<file path="src/mfoe_pkg.sv">
`default_nettype none

package mfoe_pkg;

  // ITCH message type bytes (ASCII).
  localparam logic [7:0] MT_S = 8'h53;
  localparam logic [7:0] MT_R = 8'h52;
  localparam logic [7:0] MT_H = 8'h48;
  localparam logic [7:0] MT_Y = 8'h59;
  localparam logic [7:0] MT_L = 8'h4C;
  localparam logic [7:0] MT_V = 8'h56;
  localparam logic [7:0] MT_W = 8'h57;
  localparam logic [7:0] MT_K = 8'h4B;
  localparam logic [7:0] MT_J = 8'h4A;
  localparam logic [7:0] MT_LH = 8'h68;
  localparam logic [7:0] MT_A = 8'h41;
  localparam logic [7:0] MT_F = 8'h46;
  localparam logic [7:0] MT_E = 8'h45;
  localparam logic [7:0] MT_C = 8'h43;
  localparam logic [7:0] MT_X = 8'h58;
  localparam logic [7:0] MT_D = 8'h44;
  localparam logic [7:0] MT_U = 8'h55;
  localparam logic [7:0] MT_P = 8'h50;
  localparam logic [7:0] MT_Q = 8'h51;
  localparam logic [7:0] MT_B = 8'h42;
  localparam logic [7:0] MT_I = 8'h49;
  localparam logic [7:0] MT_N = 8'h4E;
  localparam logic [7:0] MT_O = 8'h4F;

  // Side byte that marks a buy order.
  localparam logic [7:0] SIDE_BUY = 8'h42;

  // Default depth of the command queue between front and back.
  localparam int QUEUE_DEPTH = 4;

  // Packed output record width; the type byte travels on tuser and the
  // remaining fields fill tdata, padded to whole bytes.
  localparam int REC_BITS   = 233;
  localparam int TYPE_BITS  = 8;
  localparam int TDATA_BITS = ((REC_BITS - TYPE_BITS + 7) / 8) * 8;

  // Which accumulator a body byte feeds.
  typedef enum logic [2:0] {
    SEL_NONE,
    SEL_LOCATE,
    SEL_TIME,
    SEL_REF,
    SEL_NEW_REF,
    SEL_SHARES,
    SEL_PRICE,
    SEL_SIDE
  } field_sel_t;

  // One classified byte passed from the front to the back.
  typedef struct packed {
    logic       start;  // type byte: clear accumulators and latch type
    field_sel_t sel;    // destination field of a body byte
    logic       emit;   // last body byte of an order message
    logic [7:0] data;
  } mfoe_cmd_t;

  // One extracted order record.
  typedef struct packed {
    logic [31:0] order_count;
    logic        is_buy;
    logic [31:0] price;
    logic [31:0] shares;
    logic [31:0] new_order_ref;
    logic [31:0] order_ref;
    logic [47:0] timestamp;
    logic [15:0] stock_locate;
    logic [7:0]  message_type;
  } mfoe_rec_t;

endpackage

`default_nettype wire

</file>
<file path="src/mfoe_front.sv">
`default_nettype none

module mfoe_front (
  input  wire logic               clk,
  input  wire logic               rst,
  input  wire logic               in_valid,
  output logic                    in_ready,
  input  wire logic [7:0]         in_data,
  output logic                    cmd_valid,
  input  wire logic               cmd_ready,
  output mfoe_pkg::mfoe_cmd_t     cmd
);
  import mfoe_pkg::*;

  logic [5:0] bytes_left;
  logic [5:0] body_index;
  logic [7:0] current_type;
  logic       accept;
  logic       order_type;

  // Body length for each type byte; an unknown type eats one byte.
  function automatic logic [5:0] body_length(input logic [7:0] t);
    case (t)
      MT_S:    body_length = 6'd11;
      MT_R:    body_length = 6'd38;
      MT_H:    body_length = 6'd24;
      MT_Y:    body_length = 6'd19;
      MT_L:    body_length = 6'd25;
      MT_V:    body_length = 6'd34;
      MT_W:    body_length = 6'd11;
      MT_K:    body_length = 6'd27;
      MT_J:    body_length = 6'd34;
      MT_LH:   body_length = 6'd20;
      MT_A:    body_length = 6'd35;
      MT_F:    body_length = 6'd39;
      MT_E:    body_length = 6'd30;
      MT_C:    body_length = 6'd35;
      MT_X:    body_length = 6'd22;
      MT_D:    body_length = 6'd18;
      MT_U:    body_length = 6'd34;
      MT_P:    body_length = 6'd43;
      MT_Q:    body_length = 6'd39;
      MT_B:    body_length = 6'd18;
      MT_I:    body_length = 6'd49;
      MT_N:    body_length = 6'd19;
      MT_O:    body_length = 6'd47;
      default: body_length = 6'd1;
    endcase
  endfunction

  // Field routing by message type and body offset.
  function automatic field_sel_t route(input logic [7:0] t, input logic [5:0] i);
    field_sel_t s;
    s = SEL_NONE;
    if (i <= 6'd1) begin
      s = SEL_LOCATE;
    end else if (i inside {[6'd4:6'd9]}) begin
      s = SEL_TIME;
    end else if (i inside {[6'd10:6'd17]}) begin
      s = SEL_REF;
    end else if (t == MT_A || t == MT_F) begin
      if (i == 6'd18) begin
        s = SEL_SIDE;
      end else if (i inside {[6'd19:6'd22]}) begin
        s = SEL_SHARES;
      end else if (i inside {[6'd31:6'd34]}) begin
        s = SEL_PRICE;
      end
    end else if (t == MT_E || t == MT_C || t == MT_X) begin
      if (i inside {[6'd18:6'd21]}) begin
        s = SEL_SHARES;
      end
    end else if (t == MT_U) begin
      if (i inside {[6'd18:6'd25]}) begin
        s = SEL_NEW_REF;
      end else if (i inside {[6'd26:6'd29]}) begin
        s = SEL_SHARES;
      end else if (i inside {[6'd30:6'd33]}) begin
        s = SEL_PRICE;
      end
    end
    route = s;
  endfunction

  assign in_ready  = cmd_ready;
  assign cmd_valid = in_valid;
  assign accept    = in_valid && cmd_ready;

  assign order_type = (current_type == MT_A) || (current_type == MT_F) ||
                      (current_type == MT_E) || (current_type == MT_C) ||
                      (current_type == MT_X) || (current_type == MT_D) ||
                      (current_type == MT_U);

  // Classify the incoming byte.
  always_comb begin
    cmd.data  = in_data;
    cmd.start = (bytes_left == 6'd0);
    cmd.sel   = SEL_NONE;
    cmd.emit  = 1'b0;
    if (bytes_left != 6'd0) begin
      cmd.sel  = order_type ? route(current_type, body_index) : SEL_NONE;
      cmd.emit = order_type && (bytes_left == 6'd1);
    end
  end

  // Message framing counters.
  always_ff @(posedge clk) begin
    if (rst) begin
      bytes_left   <= 6'd0;
      body_index   <= 6'd0;
      current_type <= 8'd0;
    end else if (accept) begin
      if (bytes_left == 6'd0) begin
        current_type <= in_data;
        bytes_left   <= body_length(in_data);
        body_index   <= 6'd0;
      end else begin
        bytes_left <= bytes_left - 6'd1;
        body_index <= body_index + 6'd1;
      end
    end
  end

endmodule

`default_nettype wire

</file>
<file path="src/mfoe_queue.sv">
`default_nettype none

module mfoe_queue #(
  parameter int DEPTH = mfoe_pkg::QUEUE_DEPTH
) (
  input  wire logic                 clk,
  input  wire logic                 rst,
  input  wire logic                 push_valid,
  output logic                      push_ready,
  input  wire mfoe_pkg::mfoe_cmd_t  push_cmd,
  output logic                      pop_valid,
  input  wire logic                 pop_ready,
  output mfoe_pkg::mfoe_cmd_t       pop_cmd
);
  import mfoe_pkg::*;

  localparam int PW = (DEPTH > 1) ? $clog2(DEPTH) : 1;
  localparam int CW = $clog2(DEPTH + 1);
  localparam logic [PW-1:0] LAST_PTR = PW'(DEPTH - 1);
  localparam logic [CW-1:0] FULL_CNT = CW'(DEPTH);

  mfoe_cmd_t     slots [DEPTH];
  logic [PW-1:0] wr_ptr;
  logic [PW-1:0] rd_ptr;
  logic [CW-1:0] count;
  logic          push;
  logic          pop;

  assign push_ready = (count != FULL_CNT);
  assign pop_valid  = (count != '0);
  assign pop_cmd    = slots[rd_ptr];
  assign push       = push_valid && push_ready;
  assign pop        = pop_valid && pop_ready;

  // Storage write.
  always_ff @(posedge clk) begin
    if (push) begin
      slots[wr_ptr] <= push_cmd;
    end
  end

  // Pointers and occupancy.
  always_ff @(posedge clk) begin
    if (rst) begin
      wr_ptr <= '0;
      rd_ptr <= '0;
      count  <= '0;
    end else begin
      if (push) begin
        wr_ptr <= (wr_ptr == LAST_PTR) ? '0 : wr_ptr + PW'(1);
      end
      if (pop) begin
        rd_ptr <= (rd_ptr == LAST_PTR) ? '0 : rd_ptr + PW'(1);
      end
      if (push && !pop) begin
        count <= count + CW'(1);
      end else if (pop && !push) begin
        count <= count - CW'(1);
      end
    end
  end

  a_count_bound: assert property (@(posedge clk) disable iff (rst) count <= FULL_CNT)
    else $error("queue occupancy above depth");
  a_fill: assert property (@(posedge clk) disable iff (rst)
      push && !pop |=> count == $past(count) + CW'(1))
    else $error("queue count missed a push");
  a_drain: assert property (@(posedge clk) disable iff (rst)
      pop && !push |=> count == $past(count) - CW'(1))
    else $error("queue count missed a pop");
  a_ptr_sync: assert property (@(posedge clk) disable iff (rst)
      count == '0 |-> wr_ptr == rd_ptr)
    else $error("queue pointers differ while empty");

endmodule

`default_nettype wire

</file>
<file path="src/mfoe_back.sv">
`default_nettype none

module mfoe_back (
  input  wire logic                 clk,
  input  wire logic                 rst,
  input  wire logic                 cmd_valid,
  output logic                      cmd_ready,
  input  wire mfoe_pkg::mfoe_cmd_t  cmd,
  output logic                      rec_valid,
  input  wire logic                 rec_ready,
  output mfoe_pkg::mfoe_rec_t       rec
);
  import mfoe_pkg::*;

  logic [7:0]  current_type;
  logic [15:0] locate_acc;
  logic [47:0] time_acc;
  logic [31:0] ref_acc;
  logic [31:0] new_ref_acc;
  logic [31:0] shares_acc;
  logic [31:0] price_acc;
  logic        side_flag;
  logic [31:0] record_counter;

  logic [15:0] locate_next;
  logic [47:0] time_next;
  logic [31:0] ref_next;
  logic [31:0] new_ref_next;
  logic [31:0] shares_next;
  logic [31:0] price_next;
  logic        side_next;
  logic        take;

  // A command that emits waits until the output register is free.
  assign cmd_ready = !cmd.emit || !rec_valid || rec_ready;
  assign take      = cmd_valid && cmd_ready;

  // Accumulator update for the current command.
  always_comb begin
    locate_next  = locate_acc;
    time_next    = time_acc;
    ref_next     = ref_acc;
    new_ref_next = new_ref_acc;
    shares_next  = shares_acc;
    price_next   = price_acc;
    side_next    = side_flag;
    if (cmd.start) begin
      locate_next  = '0;
      time_next    = '0;
      ref_next     = '0;
      new_ref_next = '0;
      shares_next  = '0;
      price_next   = '0;
      side_next    = 1'b0;
    end else begin
      case (cmd.sel)
        SEL_LOCATE:  locate_next  = {locate_acc[7:0], cmd.data};
        SEL_TIME:    time_next    = {time_acc[39:0], cmd.data};
        SEL_REF:     ref_next     = {ref_acc[23:0], cmd.data};
        SEL_NEW_REF: new_ref_next = {new_ref_acc[23:0], cmd.data};
        SEL_SHARES:  shares_next  = {shares_acc[23:0], cmd.data};
        SEL_PRICE:   price_next   = {price_acc[23:0], cmd.data};
        SEL_SIDE:    side_next    = (cmd.data == SIDE_BUY);
        default:     ;
      endcase
    end
  end

  // Field accumulators.
  always_ff @(posedge clk) begin
    if (take) begin
      if (cmd.start) begin
        current_type <= cmd.data;
      end
      locate_acc  <= locate_next;
      time_acc    <= time_next;
      ref_acc     <= ref_next;
      new_ref_acc <= new_ref_next;
      shares_acc  <= shares_next;
      price_acc   <= price_next;
      side_flag   <= side_next;
    end
  end

  // Record counter and output register.
  always_ff @(posedge clk) begin
    if (rst) begin
      record_counter <= '0;
      rec_valid      <= 1'b0;
    end else begin
      if (rec_valid && rec_ready) begin
        rec_valid <= 1'b0;
      end
      if (take && cmd.emit) begin
        record_counter <= record_counter + 32'd1;
        rec_valid      <= 1'b1;
      end
    end
  end

  always_ff @(posedge clk) begin
    if (take && cmd.emit) begin
      rec.message_type  <= current_type;
      rec.stock_locate  <= locate_next;
      rec.timestamp     <= time_next;
      rec.order_ref     <= ref_next;
      rec.new_order_ref <= new_ref_next;
      rec.shares        <= shares_next;
      rec.price         <= price_next;
      rec.is_buy        <= side_next;
      rec.order_count   <= record_counter + 32'd1;
    end
  end

  a_emit_shows: assert property (@(posedge clk) disable iff (rst)
      take && cmd.emit |=> rec_valid && rec.order_count == record_counter)
    else $error("emitted record not presented");
  a_no_overwrite: assert property (@(posedge clk) disable iff (rst)
      rec_valid && !rec_ready |-> !(take && cmd.emit))
    else $error("pending record overwritten");
  a_emit_not_start: assert property (@(posedge clk) disable iff (rst)
      cmd_valid && cmd.emit |-> !cmd.start)
    else $error("type byte marked as record end");

endmodule

`default_nettype wire

</file>
<file path="src/market_feed_order_extract_top.sv">
`default_nettype none

// Channel   Dir  Width     Contents
// s_axis    in   8         tdata: data_byte
// m_axis    out  232 + 8   tdata: stock_locate, timestamp, order_ref, new_order_ref,
//                          shares, price, is_buy, order_count, zero pad;
//                          tuser: message_type
//
// One byte is accepted per cycle while the queue has room; the front framer
// classifies each byte combinationally. A record appears in the cycle after its
// last body byte leaves the command queue. Synchronous active-high reset returns
// the framer to awaiting a type byte and clears the record count and the queue.
// When the output stalls, the queue absorbs up to QUEUE_DEPTH bytes before
// s_axis_tready drops; non-record bytes keep draining around a held record.
module market_feed_order_extract_top #(
  parameter int QUEUE_DEPTH = mfoe_pkg::QUEUE_DEPTH
) (
  input  wire logic                                 clk,
  input  wire logic                                 rst,
  input  wire logic                                 s_axis_tvalid,
  output logic                                      s_axis_tready,
  input  wire logic [7:0]                           s_axis_tdata,  // [7:0] data_byte
  output logic                                      m_axis_tvalid,
  input  wire logic                                 m_axis_tready,
  // [15:0] stock_locate, [63:16] timestamp, [95:64] order_ref,
  // [127:96] new_order_ref, [159:128] shares, [191:160] price,
  // [192] is_buy, [224:193] order_count, rest zero
  output logic [mfoe_pkg::TDATA_BITS-1:0]           m_axis_tdata,
  output logic [7:0]                                m_axis_tuser   // [7:0] message_type
);
  import mfoe_pkg::*;

  mfoe_cmd_t front_cmd;
  mfoe_cmd_t back_cmd;
  mfoe_rec_t rec;
  logic      front_valid;
  logic      front_ready;
  logic      back_valid;
  logic      back_ready;

  mfoe_front u_front (
    .clk       (clk),
    .rst       (rst),
    .in_valid  (s_axis_tvalid),
    .in_ready  (s_axis_tready),
    .in_data   (s_axis_tdata),
    .cmd_valid (front_valid),
    .cmd_ready (front_ready),
    .cmd       (front_cmd)
  );

  mfoe_queue #(
    .DEPTH (QUEUE_DEPTH)
  ) u_queue (
    .clk        (clk),
    .rst        (rst),
    .push_valid (front_valid),
    .push_ready (front_ready),
    .push_cmd   (front_cmd),
    .pop_valid  (back_valid),
    .pop_ready  (back_ready),
    .pop_cmd    (back_cmd)
  );

  mfoe_back u_back (
    .clk       (clk),
    .rst       (rst),
    .cmd_valid (back_valid),
    .cmd_ready (back_ready),
    .cmd       (back_cmd),
    .rec_valid (m_axis_tvalid),
    .rec_ready (m_axis_tready),
    .rec       (rec)
  );

  // The type byte goes out on tuser; the other fields go out lowest first,
  // padded with zeros to whole bytes.
  assign m_axis_tuser = rec.message_type;
  assign m_axis_tdata = {{(TDATA_BITS - REC_BITS + TYPE_BITS){1'b0}},
                         rec[REC_BITS-1:TYPE_BITS]};

endmodule

`default_nettype wire
</file>
<file path="config.mk">
export PLATFORM = sky130hd
export DESIGN_NAME = market_feed_order_extract_top
export DESIGN_NICKNAME = d
export VERILOG_FILES = /design/src/mfoe_pkg.sv /design/src/mfoe_front.sv /design/src/mfoe_queue.sv /design/src/mfoe_back.sv /design/src/market_feed_order_extract_top.sv
export SDC_FILE = /design/constraint.sdc
export NUM_CORES = 1
export LEC_CHECK = 0
export ABC_AREA = 1
export ABC_CLOCK_PERIOD_IN_PS = 6900
export BUFFER_PORTS_ARGS = -buffer_cell sky130_fd_sc_hd__buf_2
export CAP_MARGIN = 20
export CORE_AREA = 2 2 199 201
export DETAILED_ROUTE_END_ITERATION = 6
export DIE_AREA = 0 0 201 203
export GPL_TIMING_DRIVEN = 0
export PLACE_DENSITY = 0.75
export SLEW_MARGIN = 40
export SYNTH_ARGS = -nofsm -noshare
export SYNTH_HDL_FRONTEND = slang
export SYNTH_SLANG_ARGS = --single-unit
</file>
<file path="constraint.sdc">
create_clock -name clk -period 6.9 [get_ports clk]
set_input_delay 1.38 -clock clk [delete_from_list [all_inputs] [get_ports clk]]
set_output_delay 1.38 -clock clk [all_outputs]
set_load 0.03 [all_outputs]
</file>
After elaboration in Yosys (flattened, before gate mapping)
Memories as Yosys holds them, arrays and structs flattened. A register that Yosys moved wholly into a read port is not among the register bits.
Index checks and enable logic that the tools add are counted.
{"block": "totals", "output_inout_bits": 242, "romBits": 0, "mem_bits_rw": 52, "input_bits": 12, "elab_cells": 176, "latchBits": 0, "reg_bits": 494, "mem_count": 1}
{"block": "classes", "magnitude_cmp": 16, "n_reduce_logical": 42, "mux": 42, "multipliers": 0, "n_div": 0, "n_shift": 0, "eq_ne": 43, "n_addsub": 7, "bitwise_logic": 0}
{"name": "u_queue.slots", "depth": 4, "width": 13, "read_ports": 1, "rd_ports_with_merged_regs": 1, "write_ports": 1, "line_no": "mfoe_queue.sv:22", "rtl": "mfoe_cmd_t slots [DEPTH];"}
{"operator": "2-to-1 mux 32 bit", "n": 8}
{"operator": "== test 8 x 7 -> 1 bit (second input constant)", "n": 31}
{"operator": "2-to-1 mux 48 bit", "n": 2}
{"operator": "one-hot mux 6 bit (16 select lines)", "n": 1}
{"operator": "2-to-1 mux 3 bit", "n": 16}
{"operator": "adder 32 x 1 -> 32 bit (second input constant)", "n": 1}
{"operator": "2-to-1 mux 16 bit", "n": 2}
{"operator": ">= comparator 6 x 5 -> 1 bit (second input constant)", "n": 5}
{"operator": "less-or-equal comparator 6 x 5 -> 1 bit (second input constant)", "n": 5}
{"operator": "logical AND 1 bit", "n": 15}
{"operator": "== test 3 bit (second input constant)", "n": 4}
{"operator": "less-or-equal comparator 6 bit (second input constant)", "n": 2}
{"operator": "2-to-1 mux 6 bit", "n": 2}
{"operator": "logical OR 1 bit", "n": 10}
{"operator": "OR reduction 2 bit", "n": 5}
{"operator": "2-to-1 mux 2 bit", "n": 4}
{"operator": "adder 6 x 1 -> 6 bit (second input constant)", "n": 1}
{"operator": "== test 3 x 2 -> 1 bit (second input constant)", "n": 2}
{"operator": "== test 6 x 1 -> 1 bit (second input constant)", "n": 1}
{"operator": "== test 6 x 5 -> 1 bit (second input constant)", "n": 1}
{"operator": ">= comparator 6 x 3 -> 1 bit (second input constant)", "n": 1}
{"operator": ">= comparator 6 x 4 -> 1 bit (second input constant)", "n": 1}
{"operator": "less-or-equal comparator 6 x 1 -> 1 bit (second input constant)", "n": 1}
{"operator": "less-or-equal comparator 6 x 4 -> 1 bit (second input constant)", "n": 1}
{"operator": "16 further kinds", "n": 28}

Depth between registers and ports, before layout
{"block": "depth", "ltp_word": 13, "mapped_depth": 15, "depth_no_buf": 14}

Cells and area by module
Synthesis repeated with hierarchy kept, for this count alone.
{"block": "hier_totals", "cells_unflattened": 2033, "hier_area_um2": 22750.6}
{"mod": "mfoe_back", "area_per_inst_um2": 18148.7, "seq_area_each_um2": 13693.1, "cells_per_inst": 1473, "n_inst": 1}
{"mod": "mfoe_queue", "area_per_inst_um2": 2499.9, "seq_area_each_um2": 1741.7, "cells_per_inst": 195, "n_inst": 1}
{"mod": "mfoe_front", "area_per_inst_um2": 2045.7, "seq_area_each_um2": 400.4, "cells_per_inst": 357, "n_inst": 1}
{"mod": "market_feed_order_extract_top", "area_per_inst_um2": 56.3, "seq_area_each_um2": 0.0, "cells_per_inst": 8, "n_inst": 1}

Least setup slack after synthesis
OpenSTA, ideal clock, no wires.
{"block": "synth_timing", "kind": "input-to-reg", "start": "input m_axis_tready", "end": "register, netlist name u_back.rec[0]", "setup_ns": 0.485, "arrival_time_ns": 5.538, "required_time_ns": 6.415, "path_buffers": 0, "cell_stages": 6, "setup_slack_ns": 0.877, "cell_sequence": "inv_1 nand3_2 nand2_2 inv_4 nand2_4 inv_2"}
{"block": "synth_between", "elab_chain_len": 3}
{"item": "start: declaration", "line_no": "market_feed_order_extract_top.sv:24", "rtl": "input wire logic m_axis_tready,"}
{"item": "logical OR 1 bit", "line_no": "mfoe_back.sv:35", "rtl": "assign cmd_ready = !cmd.emit || !rec_valid || rec_ready;"}
{"item": "logical AND 1 bit", "line_no": "mfoe_back.sv:36", "rtl": "assign take = cmd_valid && cmd_ready;"}
{"item": "via u_back.take", "line_no": "mfoe_back.sv:32", "rtl": "logic take;"}
{"item": "logical AND 1 bit", "line_no": "mfoe_back.sv:102", "rtl": "if (take && cmd.emit) begin"}
The timed path passes the listed nets, and every way through them passes these cells.
A chain may end at the register's enable or synchronous reset.

==> flow_summary.toml <==
[finish]
final_cells = 2766
antennaDiodeCount = 0
register_area_um2 = 15840
fillers = 2809
synthToLayoutAreaGrowth_pct = 17.31
multi_input_area_um2 = 5360
nNetsFinal = 2229
layout-drive-gt1-share = 0.1962

[run_status]
status = "complete, no violations"

[yosys]
synthArstFlopShare = 0
synth_top_family_by_area = "simple AND/OR/NAND/NOR gates"
avgSynthCellArea_um2 = 11.71
synth_warnings = 0
yosysTopAreaCell = "edfxtp_1"
synth_cells = 1892
synth-xor-area-share = 0.01028
synthSimpleGateAreaFrac = 0.1306
synth_ff_type = "edfxtp_1"
netlist.area_leader.share = 0.6587
synth_area_um2 = 22160
ys_types = 50
yosys.area_share.adder = 0.008245
seq_area_frac_synth = 0.7147
ys_seq_elements = 548
ys_top_cells_by_area = "edfxtp_1, nand2_1, dfxtp_1"
yosysMostFrequentCell = "edfxtp_1"
synth_compound_area_frac = 0.09115
synth_edf_count = 486
yosys-top-cells-count = "edfxtp_1, nand2_1, nor2_1, a21oi_1, o21ai_0"
muxShareOfSynthArea = 0

[clock_network]
cts_setup_buffers = 0
cts.sink_count = 548
cts.path.max_buffers = 3
clk_latency_ns = 0.60
cts-root-buf = "clkbuf_16"
cts_hold_buf = 0
path_clk_slew_ns = 0.06
cts_buffers = 54
cts_resized = 0
cts_tree = "done"
cts_max_level = 2

[worst_setup_path]
crit_cells = 14
crit_path_end_kind = "flip-flop"
start_kind = "flip-flop"
timing.rr.end = "u_back.rec[156]"
r2r_cells = 14
crit_family = "buffers and inverters"
crit_path_end = "u_back.rec[156]"
crit_fanout = 116
critPathKind = "flip-flop to flip-flop"
r2r_slack_ns = 3.17
crit_top_cell = "buf_16"
critPathSlowestCell = "dfxtp_1"
cp.required_ns = 7.15
max_stage_delay_ns = 0.46
crit_buf_inv = 7
crit_arrival_ns = 3.97
cp_cell_sequence = "inv_2, buf_6, nand2_1, nand2_1, nand2_2, o21ai_4, nand3_2, nand2_2, inv_16, nand2_4, inv_8, buf_16, buf_16, buf_16"

[drt]
finalWirelength_um = 50450
drt_first_pass_iters = 5
vias = 15238
drtIter0Drc = 1350
drt-vias-per-instance = 5.509
drc = 0
wire_per_inst_um = 18.24
antenna_left = 0

[die]
rows = 72
die_w_um = 201
core_area_um2 = 38470
die_y_um = 203
start_util = 0.5760
design.die.area_um2 = 40800
ioPinCount = 254

[grt]
grt_pass1_wl_um = 78740
grt_max_degree = 117
antenna_found_initial = 0
grt_pass1_vias = 14608
gr-total-overflow = 0
grt.total_usage = 0.2456

[power]
p_per_area_nw_per_um2 = 573.8
leakagePower_nw = 10.37
total_power_w = 0.01491
peakVddDrop_mv = 0.3369

[timing]
setup_viol = 0
report.final.slew_viol_count = 0
rsz0062_at_grt = "false"
finalHoldViolations = 0
fmax_mhz = 268.3
maxSlewHeadroom = 0.4648
fin_skew_ns = 0.01531
period_needed_ns = 3.728
tightest_slew_ns = 0.8020
fin_crit_sh = 0.5402

[worst_hold_path]
holdPathStages = 0
hold_class = "flip-flop to flip-flop"

[place]
hpwl_um = 33480
io_buffers = 245
dp.cells = 2665
place_congestion = 0.8931

[flow_run]
maxCapViolations = 0
worst min-delay path by stage:
stage / startpoint / slack, ns / endpoint
4_1_cts: u_back.current_type[2] / 0.41 / u_back.rec[2]
6_report: u_back.current_type[0] / 0.42 / u_back.rec[0]
3_5_place_dp: u_back.current_type[0] / 0.40 / u_back.rec[0]
5_1_grt: u_back.current_type[3] / 0.42 / u_back.rec[3]
2_1_floorplan: u_back.current_type[0] / 0.40 / u_back.rec[0]
3_3_place_gp: u_back.current_type[7] / 0.40 / u_back.rec[7]
power breakdown:
| part | total [W] | internal, W | switching, W |
|---|---|---|---|
| clock network | 0.00296 | 0.00173 | 0.00122 |
| registers | 0.00648 | 0.00588 | 0.000604 |
| logic | 0.00548 | 0.00130 | 0.00418 |
kinds of logic (layout without fill, tap and decap cells):
family	after synthesis	after routing
adders and majority gates	14	14
AOI/OAI and AO/OA	380	380
xor gates and xnor gates	26	26
DFF	548	548
and+or+nand+nor	699	699
other	1	7
buffers and inverters	224	574
worst reg2reg max path, stage by stage (launching register included):
cell and delay, ns:
dfxtp_1 0.46, inv_2 0.07, buf_6 0.15, nand2_1 0.06
nand2_1 0.06, nand2_2 0.07, o21ai_4 0.09, nand3_2 0.08
nand2_2 0.20, inv_16 0.45, nand2_4 0.27, inv_8 0.31
buf_16 0.34, buf_16 0.37, buf_16 0.37
registers in the layout (all words and copies together), names as in the netlist, 8 cells and up, named ones only:
| name | cells |
|---|---|
| u_back.locate_acc | 16 |
| u_back.shares_acc | 32 |
| u_back.time_acc | 48 |
| u_back.new_ref_acc | 32 |
| u_back.record_counter | 32 |
| u_queue.slots | 52 |
| u_back.rec | 233 |
| u_back.ref_acc | 32 |
| u_back.price_acc | 32 |
| u_front.current_type | 8 |
| u_back.current_type | 8 |
per-layer routing:
metal / up-vias / wire (µm) / track usage
met5: - / 0 / 0
met4: 0 / 873 / 0.06323
met3: 60 / 3759 / 0.04173
met2: 620 / 24800 / 0.4115
met1: 7360 / 21020 / 0.3371
li1: 7198 / - / -
placed cells by master, fill, tap and decap left out, drive strengths merged, types with 28 or more instances in the layout:
cell,count
nor2,242
nand2,338
dfxtp,62
o21ai,170
clkinv,28
inv,137
clkbuf,90
a21oi,185
edfxtp,486
nand3,65
buf,310
metrics by stage:
stage          cell area, µm²  worst slack (ns)  setup TNS [ns]  hold WS [ns]  utilization
2_1_floorplan           22180            0.8771               0        0.4003            -
3_3_place_gp            24050            -1.146         -266.20        0.4008       0.6253
3_5_place_dp            24190             2.653               0        0.4045       0.6290
4_1_cts                 25990             3.176               0        0.4131       0.6757
5_1_grt                 25990             2.879               0        0.4223       0.6757
6_report                25990             3.172               0        0.4153       0.6757
area by class of cell:
cell class,instances,share of cell area
Sequential cell,548,0.6093
Multi-Input combinational cell,1126,0.2062
Clock buffer,64,0.05627
Timing Repair Buffer,249,0.05141
Tap cell,518,0.02494
Inverter,137,0.02070
Buffer,87,0.01834
Clock inverter,37,0.01285
No activity file was read; power rests on OpenSTA's default activity.
